===== src/design/urldec_pkg.sv =====
// Shared types, character constants and hex helpers for the URL percent decoder.
package urldec_pkg;

    localparam int NUM_OUT = 3;

    localparam logic [7:0] CHAR_PCT   = 8'h25;
    localparam logic [7:0] CHAR_PLUS  = 8'h2B;
    localparam logic [7:0] CHAR_SPACE = 8'h20;
    localparam logic [7:0] CHAR_0     = 8'h30;
    localparam logic [7:0] CHAR_9     = 8'h39;
    localparam logic [7:0] CHAR_LA    = 8'h61;
    localparam logic [7:0] CHAR_LF    = 8'h66;
    localparam logic [7:0] CHAR_UA    = 8'h41;
    localparam logic [7:0] CHAR_UF    = 8'h46;

    // Results caused by one input byte, in emit order from data[0].
    typedef struct packed {
        logic [NUM_OUT-1:0][7:0] data;
        logic [1:0]              count;
        logic                    last;
    } burst_t;

    function automatic logic is_digit(input logic [7:0] b);
        is_digit = (b >= CHAR_0) && (b <= CHAR_9);
    endfunction

    function automatic logic is_hex(input logic [7:0] b);
        is_hex = is_digit(b) ||
                 ((b >= CHAR_LA) && (b <= CHAR_LF)) ||
                 ((b >= CHAR_UA) && (b <= CHAR_UF));
    endfunction

    // Nibble value of a byte known to be a hex digit; letters map via low nibble + 9.
    function automatic logic [3:0] nibble_val(input logic [7:0] b);
        if (is_digit(b))
        begin
            nibble_val = b[3:0];
        end
        else
        begin
            nibble_val = b[3:0] + 4'd9;
        end
    endfunction

endpackage


===== src/design/urldec_core.sv =====
// Escape tracking and per-byte decode: turns one input byte into a burst of 0-3 results.
module urldec_core (
    input  logic                clk,
    input  logic                rst_n,
    input  logic [7:0]          in_byte,
    input  logic                in_last,
    input  logic                take,
    output urldec_pkg::burst_t  burst
);
    import urldec_pkg::*;

    typedef enum logic [1:0] {
        PH_IDLE  = 2'd0,
        PH_PCT   = 2'd1,
        PH_DIGIT = 2'd2
    } phase_t;

    phase_t     phase_reg, phase_next;
    logic [7:0] held_reg, held_next;

    logic [1:0] pfx_cnt;
    logic [7:0] pfx0, pfx1;
    logic       plain_on;
    logic [7:0] plain_byte;
    logic       plain_opens;

    // Plain handling of the current byte: '%' opens an escape unless it is the last byte.
    assign plain_opens = (in_byte == CHAR_PCT) && !in_last;
    assign plain_byte  = (in_byte == CHAR_PLUS) ? CHAR_SPACE : in_byte;

    always_comb
    begin
        phase_next = PH_IDLE;
        held_next  = held_reg;
        pfx_cnt    = 2'd0;
        pfx0       = CHAR_PCT;
        pfx1       = held_reg;
        plain_on   = 1'b1;

        unique case (phase_reg)
            PH_PCT:
            begin
                if (is_hex(in_byte) && !in_last)
                begin
                    held_next = in_byte;
                    phase_next = PH_DIGIT;
                    plain_on = 1'b0;
                end
                else
                begin
                    pfx_cnt = 2'd1;
                end
            end
            PH_DIGIT:
            begin
                if (is_hex(held_reg) && is_hex(in_byte))
                begin
                    pfx_cnt  = 2'd1;
                    pfx0     = {nibble_val(held_reg), nibble_val(in_byte)};
                    plain_on = 1'b0;
                end
                else
                begin
                    pfx_cnt = 2'd2;
                end
                held_next = 8'd0;
            end
            default:
            begin
                pfx_cnt = 2'd0;
            end
        endcase

        if (plain_on && plain_opens)
        begin
            phase_next = PH_PCT;
            plain_on   = 1'b0;
        end

        if (in_last)
        begin
            phase_next = PH_IDLE;
            held_next  = 8'd0;
        end
    end

    // Pack prefix bytes and the plain byte into the burst.
    always_comb
    begin
        burst.data    = '0;
        burst.data[0] = pfx0;
        burst.data[1] = pfx1;
        burst.last    = in_last;
        burst.count   = pfx_cnt + {1'b0, plain_on};
        if (plain_on)
        begin
            unique case (pfx_cnt)
                2'd0:    burst.data[0] = plain_byte;
                2'd1:    burst.data[1] = plain_byte;
                default: burst.data[2] = plain_byte;
            endcase
        end
    end

    always_ff @(posedge clk or negedge rst_n)
    begin
        if (!rst_n)
        begin
            phase_reg <= PH_IDLE;
            held_reg  <= 8'd0;
        end
        else if (take)
        begin
            phase_reg <= phase_next;
            held_reg  <= held_next;
        end
    end

endmodule


===== src/design/url_percent_decoder_unit.sv =====
// Top level of the URL percent decoder: byte decode plus a three-entry result buffer.
//
// Decodes form-urlencoded text one byte per transfer: "%hh" becomes one byte, '+' becomes
// a space, broken or truncated escapes pass through literally, and in_last closes the
// text. Each input byte yields zero to three results, each marked run_end on the last
// result of that byte and text_end on the final byte of the text. The input side takes
// one byte per cycle while in_stall is low: the byte is decoded in the cycle it is taken and
// its results land in a three-entry result buffer that drains one result per cycle while
// out_stall is low, so first results show in the cycle after the input transfer. A byte that
// yields two or three results holds in_stall while the buffer drains; the buffer drain (one
// output transfer per cycle while out_stall is low) is what sets the sustained rate. A new
// byte is taken in the same cycle the last buffered result transfers, so no bubble is added.
// in_stall is high only while results are buffered.
module url_percent_decoder_unit (
    input  logic       clk,
    input  logic       rst_n,
    // input channel
    input  logic       in_valid,
    output logic       in_stall,
    input  logic [7:0] in_byte,
    input  logic       in_last,
    // result channel
    output logic       out_valid,
    input  logic       out_stall,
    output logic [7:0] out_byte,
    output logic       run_end,
    output logic       text_end
);
    import urldec_pkg::*;

    burst_t burst;
    logic   take;
    logic   out_xfer;

    // Result buffer: entry 0 is the result on the port; shifts down on each transfer.
    logic [NUM_OUT-1:0][7:0] data_reg;
    logic [1:0]              remain_reg;
    logic                    last_reg;

    // Busy unless empty, or the final buffered result transfers this cycle.
    assign in_stall = (remain_reg > 2'd1) || ((remain_reg == 2'd1) && out_stall);
    assign take     = in_valid && !in_stall;

    assign out_valid = (remain_reg != 2'd0);
    assign out_xfer  = out_valid && !out_stall;
    assign out_byte  = data_reg[0];
    assign run_end   = (remain_reg == 2'd1);
    assign text_end  = (remain_reg == 2'd1) && last_reg;

    urldec_core u_core (
        .clk     (clk),
        .rst_n   (rst_n),
        .in_byte (in_byte),
        .in_last (in_last),
        .take    (take),
        .burst   (burst)
    );

    // Payload: loaded with a new burst, else shifted on each transfer.
    always_ff @(posedge clk)
    begin
        if (take && (burst.count != 2'd0))
        begin
            data_reg <= burst.data;
            last_reg <= burst.last;
        end
        else if (out_xfer)
        begin
            data_reg[0] <= data_reg[1];
            data_reg[1] <= data_reg[2];
        end
    end

    always_ff @(posedge clk or negedge rst_n)
    begin
        if (!rst_n)
        begin
            remain_reg <= 2'd0;
        end
        else if (take && (burst.count != 2'd0))
        begin
            remain_reg <= burst.count;
        end
        else if (out_xfer)
        begin
            remain_reg <= remain_reg - 2'd1;
        end
    end

endmodule


===== config.mk =====
export PLATFORM = sky130hd
export DESIGN_NAME = url_percent_decoder_unit
export DESIGN_NICKNAME = d
export VERILOG_FILES = /design/src/design/urldec_pkg.sv /design/src/design/urldec_core.sv /design/src/design/url_percent_decoder_unit.sv
export SDC_FILE = /design/constraint.sdc
export NUM_CORES = 1
export LEC_CHECK = 0
export BUFFER_PORTS_ARGS = -buffer_cell sky130_fd_sc_hd__buf_4
export CAP_MARGIN = 10
export CORE_AREA = 2 2 72 74
export CTS_BUF_LIST = sky130_fd_sc_hd__clkbuf_8
export DETAILED_ROUTE_END_ITERATION = 8
export DIE_AREA = 0 0 74 76
export PLACE_DENSITY = 0.72
export SLEW_MARGIN = 40
export SYNTH_ARGS = -nofsm -noshare
export SYNTH_HDL_FRONTEND = slang
export SYNTH_HIERARCHICAL = 1
export SYNTH_SLANG_ARGS = --single-unit

===== constraint.sdc =====
create_clock -name clk -period 4.63 [get_ports clk]
set_clock_uncertainty 0.1 [all_clocks]
set_input_delay 0.926 -clock clk [delete_from_list [all_inputs] [get_ports clk]]
set_output_delay 0.926 -clock clk [all_outputs]
set_load 0.02 [all_outputs]

==> results by stage, run 1 <==
Routing:
- The mean number of vias per cell is 5.479.
- For this block, the via count after detailed routing is 1,726.
- The number of design-rule violations left by the first detailed-router iteration is ~120.
- In the final routed layout, each cell accounts on average for about 15 um.
- The number of nets still failing antenna checks after routing is 0.
- The remaining design rule violation count is 0.
- The final wirelength is 4872 um.
- The detailed-routing iteration count for the pre-antenna-repair pass is 4.

Critical path:
- The worst setup path is of the reg2reg kind.
- The worst register-to-register path ends at out_byte[1].
- The register-to-register setup slack is a little under 0.7 ns.
- The top fanout value on the critical path is 25.
- At the worst endpoint, the required time is 4.58 ns.
- The worst setup path is captured at a register.
- For the worst setup path, the data arrival time is 3.90 ns.
- Counting cells, the worst reg-to-reg path comes to 12.
- The category of the worst setup path launch point is a register.
- The startpoint identified for the worst register-to-register timing path is u_core/held_reg[0].

Yosys:
- Synthesis instantiated 59 different standard cells from the library.
- Counting flops with an async set or reset pin after synthesis yields a share of 32.43%.
- The synthesized design contains 25 enable-type register cells.
- Of the synthesized area, sequential elements account for 41.28%.
- The number of warnings printed during yosys synthesis is 6.
- The synthesized area per cell is 11.42 um^2.
- The most used flip-flop cell after synthesis is sky130_fd_sc_hd__edfxtp_1.
- In this run the cell area of the synthesized design comes to 2546 um^2.
- In this run, synthesis produced a sequential element count of 37.
- The number of nets in the synthesized netlist is 249.
- Synthesis handed over a netlist of approximately 220 instances.

Pwr:
- Power spread over the standard cell area amounts to 488.3 nW/um^2.
- For this design the static power due to leakage is approximately 0.0012 uW.
- The worst-case vdd ir drop is 0.2285 mV.

Clock tree:
- For this design, the CTS-stage hold fixing added 0 buffers.
- Buffers added to address setup during post-CTS repair amount to 0.
- TritonCTS created 5 clock buffers.
- The clock tree from TritonCTS is built.
- The register clock-pin slew on the reported worst setup and hold paths is approximately 0.080 ns.
- The cell sitting at the root of the clock tree is a sky130_fd_sc_hd__clkbuf_8.
- The H-tree was split into 2 levels.
- For the worst-skew pair, the clock arrives at the later sink with an insertion delay of around 0.30 ns.
- CTS saw 37 sinks.
- Post-CTS repair changed the size of 0 cells.
- The maximum clock insertion buffer count is 2.

Global route:
- The maximum number of pins on one net before global-route repair is 26.
- The number of antenna violations at the first check in global routing is 0.
- The total overflow left after global routing is 0.
- The combined global-route utilization of all metal layers is 19.00%.
- The via count of the first global-routing pass is 1,713.
- The first global-routing pass estimated 8142 um of wire.

Floorplanning:
- In this run the core area contains 26 standard-cell rows.
- Once the floorplan was initialized, standard cells occupied 51.83% of the core.
- The die covers 5624 um^2.
- The die height is 76 um.
- The core area is 4912 um^2.
- The I/O pin count is 25.
- The floorplan die width is 74 um.

STA:
- The post-route setup TNS is 0 ns.
- Timing would allow up to 253.5 MHz.
- The final worst hold slack is between 0.3 and 0.4 ns.
- Setup violations remaining at the end of the flow were counted as 0.
- Of the available clock period, the critical path in the final layout requires 85.20%.
- Setup repair after global routing left no endpoint under its margin.
- The final number of max-transition violations came to 0.
- Measured against its own limit, the worst slew margin works out to 52.82%.
- The count of endpoints failing hold in the final timing report is 0.
- For the pin with the worst max-slew slack, the measured transition is 0.7063 ns.
- After layout, the worst setup slack is 0.6854 ns.
- The final period demand of the worst path is 3.945 ns.

Cells and area:
- Leaving out fill and tap cells, the most frequent cells in the layout are 29 x sky130_fd_sc_hd__buf_4, 25 x sky130_fd_sc_hd__edfxtp_1, 18 x sky130_fd_sc_hd__inv_1.
- Summing all multi-input logic gate instances after layout gives roughly 1300 um^2.
- In the final design database the tool counted 270 nets.
- 0 antenna diodes ended up in the layout.
- The flip-flop count of the largest register, all copies and words added is 16.
- Measured on the finished design, the core utilization comes to 57.46%.
- In the final layout, the share of cells above drive strength 1 is 31.43%.
- Leaving out fill and tap cells, the most frequent cell in the layout is sky130_fd_sc_hd__buf_4.
- Summing all flip-flop and latch instances after layout gives 1051 um^2.
- The layout filler cell count is 437.
- Compared with the post-synthesis result, the final layout area differs by 10.86%.

Status:
- The flow ran to the end, and the final reports show no timing, DRC or antenna violations.

Placed design:
- The wire-length estimate of the detail-placed layout is about 3700 um.
- The routability-driven placement congestion ratio is 0.8589.
- The placement-stage worst setup slack is 0.4182 ns.
- Buffers placed on the I/O ports in this run total 24.

Hold path:
- The worst hold path belongs to the class in2async.

Job:
- The max capacitance violation total is 0.
[power by group]
group          internal [uW]  switching (uW)
Clock                    104             122
Sequential               495            70.9
Combinational            280             306
[cells by family after synthesis]
family,count (synthesis),share of synthesized area [%]
and+or+nand+nor,63,14.94
DFF,37,41.28
muxes,36,16.71
AOI/OAI and AO/OA,35,11.65
buffers and inverters,34,7.321
adders and majority gates,13,6.388
xor gates and xnor gates,5,1.720
[critical path, cell delays in order, from the launching register on]
cell and delay (ns):
sky130_fd_sc_hd__dfrtp_1 0.45, sky130_fd_sc_hd__inv_1 0.16, sky130_fd_sc_hd__ha_1 0.19, sky130_fd_sc_hd__o21bai_1 0.09
sky130_fd_sc_hd__a2111oi_2 0.70, sky130_fd_sc_hd__a221oi_2 0.14, sky130_fd_sc_hd__or3b_1 0.43, sky130_fd_sc_hd__a21oi_1 0.17
sky130_fd_sc_hd__ha_1 0.17, sky130_fd_sc_hd__xnor2_1 0.18, sky130_fd_sc_hd__o21ai_4 0.13, sky130_fd_sc_hd__nor2_8 0.38
sky130_fd_sc_hd__mux2_2 0.39
[metal layers]
| layer | track usage (%) | share of wire (%) | routed length, um |
|---|---|---|---|
| met1 | 23.94 | 43 | 2087 |
| met2 | 31.79 | 51 | 2494 |
| met3 | 3.704 | 4.4 | 216 |
| met4 | 7.091 | 1.5 | 74 |
| met5 | 0 | 0 | 0 |
[worst max-delay path by stage]
stage / endpoint / depth (start not counted) / from
CTS: out_byte[1] / 12 / u_core/held_reg[0]
detailed placement: out_byte[1] / 14 / in_byte[1]
finish: out_byte[1] / 12 / u_core/held_reg[0]
global route: out_byte[3] / 12 / u_core/held_reg[1]
floorplan: data_reg[10] / 10 / in_byte[6]
global placement: out_byte[0] / 12 / in_byte[6]
[area by class of cell]
cell class	count	area share, %
multi-input combinational	152	46.37
sequential	37	37.23
timing repair buffer	29	7.713
tap	70	3.103
inverter	19	2.527
clock buffer	5	2.438
clock inverter	3	0.6206
[cell usage after synthesis, types with 2 or more instances]
cell type	count	share of area, %
sky130_fd_sc_hd__edfxtp_1	25	29
sky130_fd_sc_hd__inv_1	18	2.7
sky130_fd_sc_hd__nand2_1	14	2.1
sky130_fd_sc_hd__ha_1	13	6.4
sky130_fd_sc_hd__mux2_2	13	5.7
sky130_fd_sc_hd__mux2i_1	13	5.1
sky130_fd_sc_hd__dfrtp_1	12	12
sky130_fd_sc_hd__nor2_1	12	1.8
sky130_fd_sc_hd__buf_4	9	2.7
sky130_fd_sc_hd__mux2_4	9	5.3
sky130_fd_sc_hd__and2_1	7	1.7
sky130_fd_sc_hd__a21oi_1	5	0.98
sky130_fd_sc_hd__xnor2_1	5	1.7
sky130_fd_sc_hd__nand3_1	4	0.79
sky130_fd_sc_hd__a311oi_1	3	1.0
sky130_fd_sc_hd__nor3_1	3	0.59
sky130_fd_sc_hd__o22ai_1	3	0.74
sky130_fd_sc_hd__o31ai_1	3	0.88
sky130_fd_sc_hd__a31o_2	2	0.69
sky130_fd_sc_hd__a31oi_1	2	0.49
sky130_fd_sc_hd__and2_2	2	0.59
sky130_fd_sc_hd__and2b_1	2	0.59
sky130_fd_sc_hd__clkbuf_1	2	0.29
sky130_fd_sc_hd__nand2b_1	2	0.49
sky130_fd_sc_hd__nor2b_1	2	0.49
sky130_fd_sc_hd__nor3b_1	2	0.59
sky130_fd_sc_hd__o21ai_0	2	0.39
sky130_fd_sc_hd__o21ai_4	2	1.3
sky130_fd_sc_hd__o21bai_1	2	0.59
[stage by stage]
step                      power, uW  std cells  area [um^2]
after floorplan                1043        223         2546
after global placement         1151        307         2736
after detailed placement       1164        307         2736
after CTS                      1393        315         2823
after global routing           1463        315         2823
final                          1378        315         2823
Power figures use the tool's default switching activity.
==> run 2: changes to the inputs <==
clock period = 4.5 ns   (was 4.63 ns; I/O delays follow)
==> run 2 against run 1 <==
Net effect: sequential power grew 3%; count of clock-buffer cells in the layout unchanged; non-clock buffer count stayed put; fmax down 0.97%; setup slack got worse by 0.17 ns; register-to-register slack got worse by 0.17 ns; critical endpoint is now out_byte[2]; largest power group unchanged; highest routed layer unchanged.
==> results by stage, run 2 (same netlist as run 1, synthesis figures left out) <==
Status:
- The flow ran to the end, and the final reports show no timing, DRC or antenna violations.

Clock tree:
- The maximum clock insertion buffer count is 2.
- The insertion delay of the later-clocked pin in the worst-skew pair is 0.29 ns.
- The maximum level of the CTS H-tree is 2.
- Once the clock tree was built, the resizer swapped 0 gates to a different size.
- CTS saw 37 sinks.
- The register clock-pin slew on the reported worst setup and hold paths is 0.08 ns.
- The clock tree from TritonCTS is built.
- The number of buffers added to fix hold violations after cts is 0.
- Clock tree synthesis selected as its root buffer the cell sky130_fd_sc_hd__clkbuf_8.
- The number of buffers created by CTS is 5.
- In this run the post-CTS setup repair buffer count came out at 0.

Pwr:
- The power density of the placed cells is around 500 nW/um^2.
- The leakage power figure is around 0.0012 uW.
- The worst-case vdd ir drop is 0.3164 mV.

Cells and area:
- The footprint of the multi-input gates is 1309 um^2.
- The layout filler cell count is about 430.
- For this run, the post-layout net count is 270.
- The proportion of layout cells with a drive suffix above 1 is 31.43%.
- The area taken by flip-flops and latches is 1051 um^2.
- After the flow finishes, the layout carries non-filler instances totaling 315.
- In the layout the commonest cells are 29 x sky130_fd_sc_hd__buf_4, 25 x sky130_fd_sc_hd__edfxtp_1, 18 x sky130_fd_sc_hd__inv_1.
- The register with the most flip-flops in the layout has 16 of them.
- The library cell used most frequently in the layout, excluding fill and tap cells, is sky130_fd_sc_hd__buf_4.
- The design area is 2823 um^2.
- From synthesis to final layout, the design area changed by 10.86%.
- The count of antenna diodes in the layout is 0.

Critical path:
- The worst setup path is launched from a register.
- Walking the worst path, the cells encountered are inv_1 > ha_1 > o21bai_1 > a2111oi_2 > a221oi_2 > or3b_1 > a21oi_1 > ha_1 > xnor2_1 > o21ai_4 > nor2_8 > mux2_2.
- The largest single stage delay on the critical path is slightly above 0.7 ns.
- The category of the most critical setup path is reg2reg.
- For the worst setup path, the data required time is around 4.4 ns.
- The cell with the biggest individual delay on the critical path is sky130_fd_sc_hd__a2111oi_2.
- Of all nets on the critical path, the largest fanout is 25.
- Data arrives at the worst endpoint at about 4 ns.
- STA classifies the critical path endpoint as a register.
- The cell that appears most often on the critical path is sky130_fd_sc_hd__ha_1.

Routing:
- The pre-antenna-repair detailed-routing pass consisted of 4 iterations.
- The mean number of vias per cell is 5.486.
- In the routed design, unresolved DRC markers number 0.
- The final wirelength is 4980 um.
- The routed layout has 1,728 vias.
- The count of nets left with antenna violations once routing finished came out at 0.
- The detail-routed net length per standard cell is about 16 um.
- The number of design-rule violations left by the first detailed-router iteration is between 60 and 70.

Placed design:
- The estimated wirelength of the detail-placed design is 3792 um.
- The routability-driven placement congestion ratio is 0.8482.
- The placed instances occupy a cell area of 2736 um^2.
- Port buffering added 24 buffers.
- The total placed cells including tap cells is 307.

Floorplanning:
- The overall die area is 5624 um^2.
- The floorplan die width is 74 um.
- The I/O pin count is 25.
- The core area is 4912 um^2.
- The row count is 26.
- For this configuration, the core starts out at a cell density of approximately half.
- The floorplan step set the die height to 76 um.

Global route:
- Global routing finished with a remaining overflow of 0.
- The maximum number of pins on one net before global-route repair is 26.
- The via count of the first global-routing pass was ~1.7k.
- The layer flagged by global routing as most heavily used is met2.
- The first-pass GRT wire length is 8107 um.
- For met2 alone, demand over resource in global routing was ~30%.
- The number of antenna violations at the first check in global routing is 0.
- The combined global-route utilization of all metal layers is a little under a fifth.
- For met3 alone, demand over resource in global routing was 3.571%.
- The fraction of met1 tracks used by global routing is 25.13%.

STA:
- The count of endpoints failing hold in the final timing report is 0.
- The final number of max-transition violations is 0.
- The worst-margin pin slew is 0.7047 ns.
- The final critical path takes up about nine tenths of the cycle.
- Setup repair after global routing left no endpoint under its margin.
- The highest achievable clock rate is 251.1 MHz.
- Summed over all failing endpoints, the final setup total negative slack is 0 ns.
- The worst max-slew margin expressed relative to the limit is about 53%.
- The final worst hold slack is around 0.34 ns.
- The count of final setup violators is 0.
- The final period demand of the worst path is 3.983 ns.

Hold path:
- The worst min-delay path class is in2async.

Job:
- The tool flagged a number of max-cap violations equal to 0.
run 2: cell counts in the layout (fill, tap and decap cells not counted):
No cell type changed its count.
run 2: layer usage:
layer  part of all wire [%]  routed length, um
met1                     44               2193
met2                     49               2422
met3                    4.5                222
met4                    2.9                142
met5                      0                  0
run 2: final timing paths:
check	startpoint	end	slack [ns]	cells past startpoint
setup / recovery	u_core/held_reg[0]	out_byte[2]	0.52	12
hold reg to reg	data_reg[13]	out_byte[5]	0.45	1
min in group clk	data_reg[13]	out_byte[5]	0.45	1
max in group asynchronous	rst_n	u_core/held_reg[6]	3.80	1
hold / removal	rst_n	u_core/held_reg[4]	0.34	1
setup reg to reg	u_core/held_reg[0]	out_byte[2]	0.52	12
run 2: cell type report:
type	instances	share of cell area, %
Tap cell	70	3.103
Timing Repair Buffer	29	7.713
Clock inverter	3	0.6206
Sequential cell	37	37.23
Clock buffer	5	2.438
Inverter	19	2.527
Multi-Input combinational cell	152	46.37
run 2: critical path, delay by kind of cell (launching register included):
family / cells / cell delay, ns
flip-flops: 1 / 0.44
AO/OA/AOI/OAI: 5 / 1.27
buffers and inverters: 1 / 0.16
AND/OR/NAND/NOR: 2 / 0.81
XOR/XNOR: 1 / 0.18
adder cells (fa/ha/maj): 2 / 0.36
multiplexers: 1 / 0.39
run 2: per-stage QoR:
stage	power [uW]	setup WS (ns)	utilization, %
floorplan	1073	0.1590	-
global placement	1187	0.3910	55.71
detailed placement	1199	0.2705	55.71
CTS	1430	0.4738	57.46
global route	1502	0.2250	57.46
finish	1415	0.5168	57.46
run 2: report_power, final:
part	total [uW]	switching [uW]	internal, uW
Sequential	585	75.0	510
Clock	226	119	107
Combinational	604	317	287
Total	1420	511	904
==> run 3: changes to the inputs <==
BUFFER_PORTS_ARGS = -buffer_cell sky130_fd_sc_hd__buf_2   (was -buffer_cell sky130_fd_sc_hd__buf_4)
MAX_ROUTING_LAYER = met4   (was default)
==> run 3 against run 2 <==
Net effect: utilization fell by 1.3 points; clock power fell by 4%; die area did not move; total power fell by 2.9%; first-iteration DRC count rose by 76%; count of clock-buffer cells in the layout did not move; via count fell by 0.75%; critical path type unchanged; critical endpoint is now data_reg[13]; largest cell class unchanged.
==> results by stage, run 3 (same netlist as run 1, synthesis figures left out) <==
Clock tree:
- For the worst-skew pair, the clock arrives at the later sink with an insertion delay of between 0.2 and 0.3 ns.
- After clock tree synthesis, the clock-pin slew on the worst setup and hold paths is 0.07 ns.
- Once the clock tree was built, the setup fixing pass inserted 0 buffers.
- The number of hold buffers added after CTS was 0.
- CTS placed an instance of sky130_fd_sc_hd__clkbuf_8 at the clock tree root.
- The clock tree from TritonCTS is built.
- The maximum level of the CTS H-tree is 2.
- Counting the buffers created by CTS gives 5.
- The number of sinks on the clock net is 37.
- The maximum clock insertion buffer count is 2.
- The post-cts resize count is 0.

Floorplanning:
- In this run the count of I/O pins placed on the die edge is 25.
- The row count is 26.
- The floorplan step defined a die boundary enclosing 5624 um^2.
- The floorplan die width is 74 um.
- The floorplan step set the die height to roughly 76 um.
- Once the floorplan was initialized, standard cells occupied 51.83% of the core.
- The core region is 4912 um^2.

Critical path:
- The category of the worst setup path launch point is a register.
- The number of buffers and inverters on the critical path is 1.
- The maximum single-stage delay on the critical path is about 0.67 ns.
- The cell with the biggest individual delay on the critical path is sky130_fd_sc_hd__a2111oi_2.
- The depth of the worst register-to-register path is 12.
- The top fanout value on the critical path is 25.
- The nature of the critical path endpoint is a register.
- The critical path goes through inv_1 > ha_1 > o21bai_1 > a2111oi_2 > a221oi_2 > or3b_1 > a21oi_1 > ha_1 > xnor2_1 > o21ai_4 > nor2_8 > mux2_2.
- The critical path's top delay family is compound AO/OA/AOI/OAI gates.
- The worst reg2reg path startpoint is u_core/held_reg[0].
- The endpoint identified for the worst register-to-register timing path is data_reg[13].
- The category of the most critical setup path is reg2reg.
- In this design, the critical path's most frequently occurring cell is sky130_fd_sc_hd__ha_1.
- The register-to-register setup slack is 0.61 ns.
- The required arrival time at the worst endpoint is 4.44 ns.
- Data arrives at the worst endpoint at 3.84 ns.

Placed design:
- Port buffering added 24 buffers.
- The estimated wirelength of the detail-placed design is 3717 um.
- At the end of routability-driven placement, the weighted congestion stood at 0.9627.
- After detailed placement, the design holds a cell count of 307.

Routing:
- Dividing the detail-routed wire length by the instance count gives 15.34 um.
- The remaining design rule violation count is 0.
- For this block, the initial DRC count from the detailed router was 118.
- Wires add up to 4816 um.
- The first detailed-routing pass took 4 iterations.
- The detailed router placed 1,715 vias in this run.
- Once detail routing completed, the nets flagged for antenna violations numbered 0.
- The mean number of vias per cell is 5.462.

Cells and area:
- The proportion of layout cells with a drive suffix above 1 is 31.15%.
- In the layout the commonest cells are 25 x sky130_fd_sc_hd__edfxtp_1, 24 x sky130_fd_sc_hd__buf_2, 18 x sky130_fd_sc_hd__inv_1.
- The register with the most flip-flops in the layout has 16 of them.
- Counting the fill cells in the layout gives between 400 and 500.
- The number of antenna diodes in the final layout is 0.
- The sequential cells in the finished layout cover a total of 1051 um^2.
- After the last flow step, the layout net total stands at 270.
- The multi-input combinational cells in the finished layout cover a total of roughly 1300 um^2.
- The count of non-filler cells in the finished layout is 314.
- The leading cell type in the layout, fill and taps excluded is sky130_fd_sc_hd__edfxtp_1.
- The layout-stage area growth over the synthesis result is 8.255%.

STA:
- The count of final setup violators is 0.
- The final period demand of the worst path is 3.894 ns.
- The worst max-slew margin expressed relative to the limit is 55.69%.
- The highest achievable clock rate is 256.8 MHz.
- The post-route setup TNS is 0 ns.
- At the pin with the least slew margin, the transition time is approximately 0.66 ns.
- Setup repair after global routing left no endpoint under its margin.
- Dividing the final minimum period by the clock period gives 86.54%.
- The final number of max-transition violations came to 0.
- The count of endpoints failing hold in the final timing report came to 0.

Job:
- The max capacitance violation total is 0.

Global route:
- The via count of the first global-routing pass is 1,635.
- The number of antenna violations at the first check in global routing was 0.
- For this run, the total global-route usage over all layers was measured as 19.08%.
- The maximum number of pins on one net before global-route repair is 26.
- The aggregate global routing overflow is 0.
- The first-pass GRT wire length is 7921 um.

Pwr:
- The leakage power figure is 0.001146 uW.
- Per report_power, the sequential group accounts for 42.3% of the total.
- The combinational power share is between 40% and 50%.
- In this run switching power makes up 36.60% of total power.
- The total internal power is 870.9 uW.
- The worst-case vdd ir drop is 0.2226 mV.
- The clock share of power is 15.9%.
- The power density of the placed cells is 498.4 nW/um^2.
- Summing internal, switching and leakage power gives around 1400 uW.
- In this run the power spent charging and discharging nets is just over 500 uW.

Status:
- The run finished with clean final reports.

Hold path:
- The path class of the tightest hold or removal check is in2async.
-- run 3: cell count changes in the layout (fill, tap and decap cells not counted), sizes merged --
cell      delta
clkinv       -2
clkinvlp     +1
-- run 3: final cells by class --
| class | instances | share of cell area [%] |
|---|---|---|
| Sequential cell | 37 | 38.13 |
| Clock buffer | 5 | 2.497 |
| Tap cell | 70 | 3.177 |
| Inverter | 19 | 2.587 |
| Timing Repair Buffer | 29 | 5.719 |
| Multi-Input combinational cell | 152 | 47.48 |
| Clock inverter | 2 | 0.4085 |
-- run 3: how the worst max path moves through the flow --
| stage | startpoint | end | depth (start not counted) |
|---|---|---|---|
| 2_1_floorplan | in_byte[6] | data_reg[10] | 10 |
| 4_1_cts | u_core/held_reg[0] | out_byte[2] | 12 |
| 6_report | u_core/held_reg[0] | data_reg[13] | 12 |
| 3_3_place_gp | in_byte[5] | data_reg[13] | 12 |
| 5_1_grt | u_core/held_reg[0] | out_byte[0] | 12 |
| 3_5_place_dp | in_byte[1] | data_reg[13] | 14 |
-- run 3: metrics by stage --
step	utilization [%]	setup slack, ns	cell area (um^2)	hold slack (ns)
6_report	56.11	0.6059	2756	0.3814
5_1_grt	56.11	0.3268	2756	0.3956
4_1_cts	56.11	0.5641	2756	0.3890
3_5_place_dp	54.48	0.2988	2676	0.4333
3_3_place_gp	54.48	0.3721	2676	0.4280
2_1_floorplan	-	0.1590	2546	0.4044
-- run 3: worst register-to-register path: cells and delay by family (launching register included) --
kind / cells / cell delay, ns
compound gates: 5 / 1.19
xor+xnor: 1 / 0.18
fa+ha+maj: 2 / 0.36
buf+inv: 1 / 0.18
flops: 1 / 0.44
mux: 1 / 0.40
simple gates: 2 / 0.78
-- run 3: power by group through the flow --
stage                     clock network (uW)  logic (uW)  registers, uW
after floorplan                            0         509            564
final                                    218         574            582
after detailed placement                   0         579            589
after CTS                                224         581            583
after global placement                     0         563            586
after global routing                     241         623            599
-- run 3: layer usage --
| metal | vias to the layer above | global-route usage, % | wire length [um] |
|---|---|---|---|
| met1 | 829 | 24.61 | 2137 |
| li1 | 835 | - | - |
| met2 | 43 | 29.82 | 2399 |
| met4 | 0 | 6.545 | 79 |
| met5 | - | - | 0 |
| met3 | 8 | 3.836 | 199 |
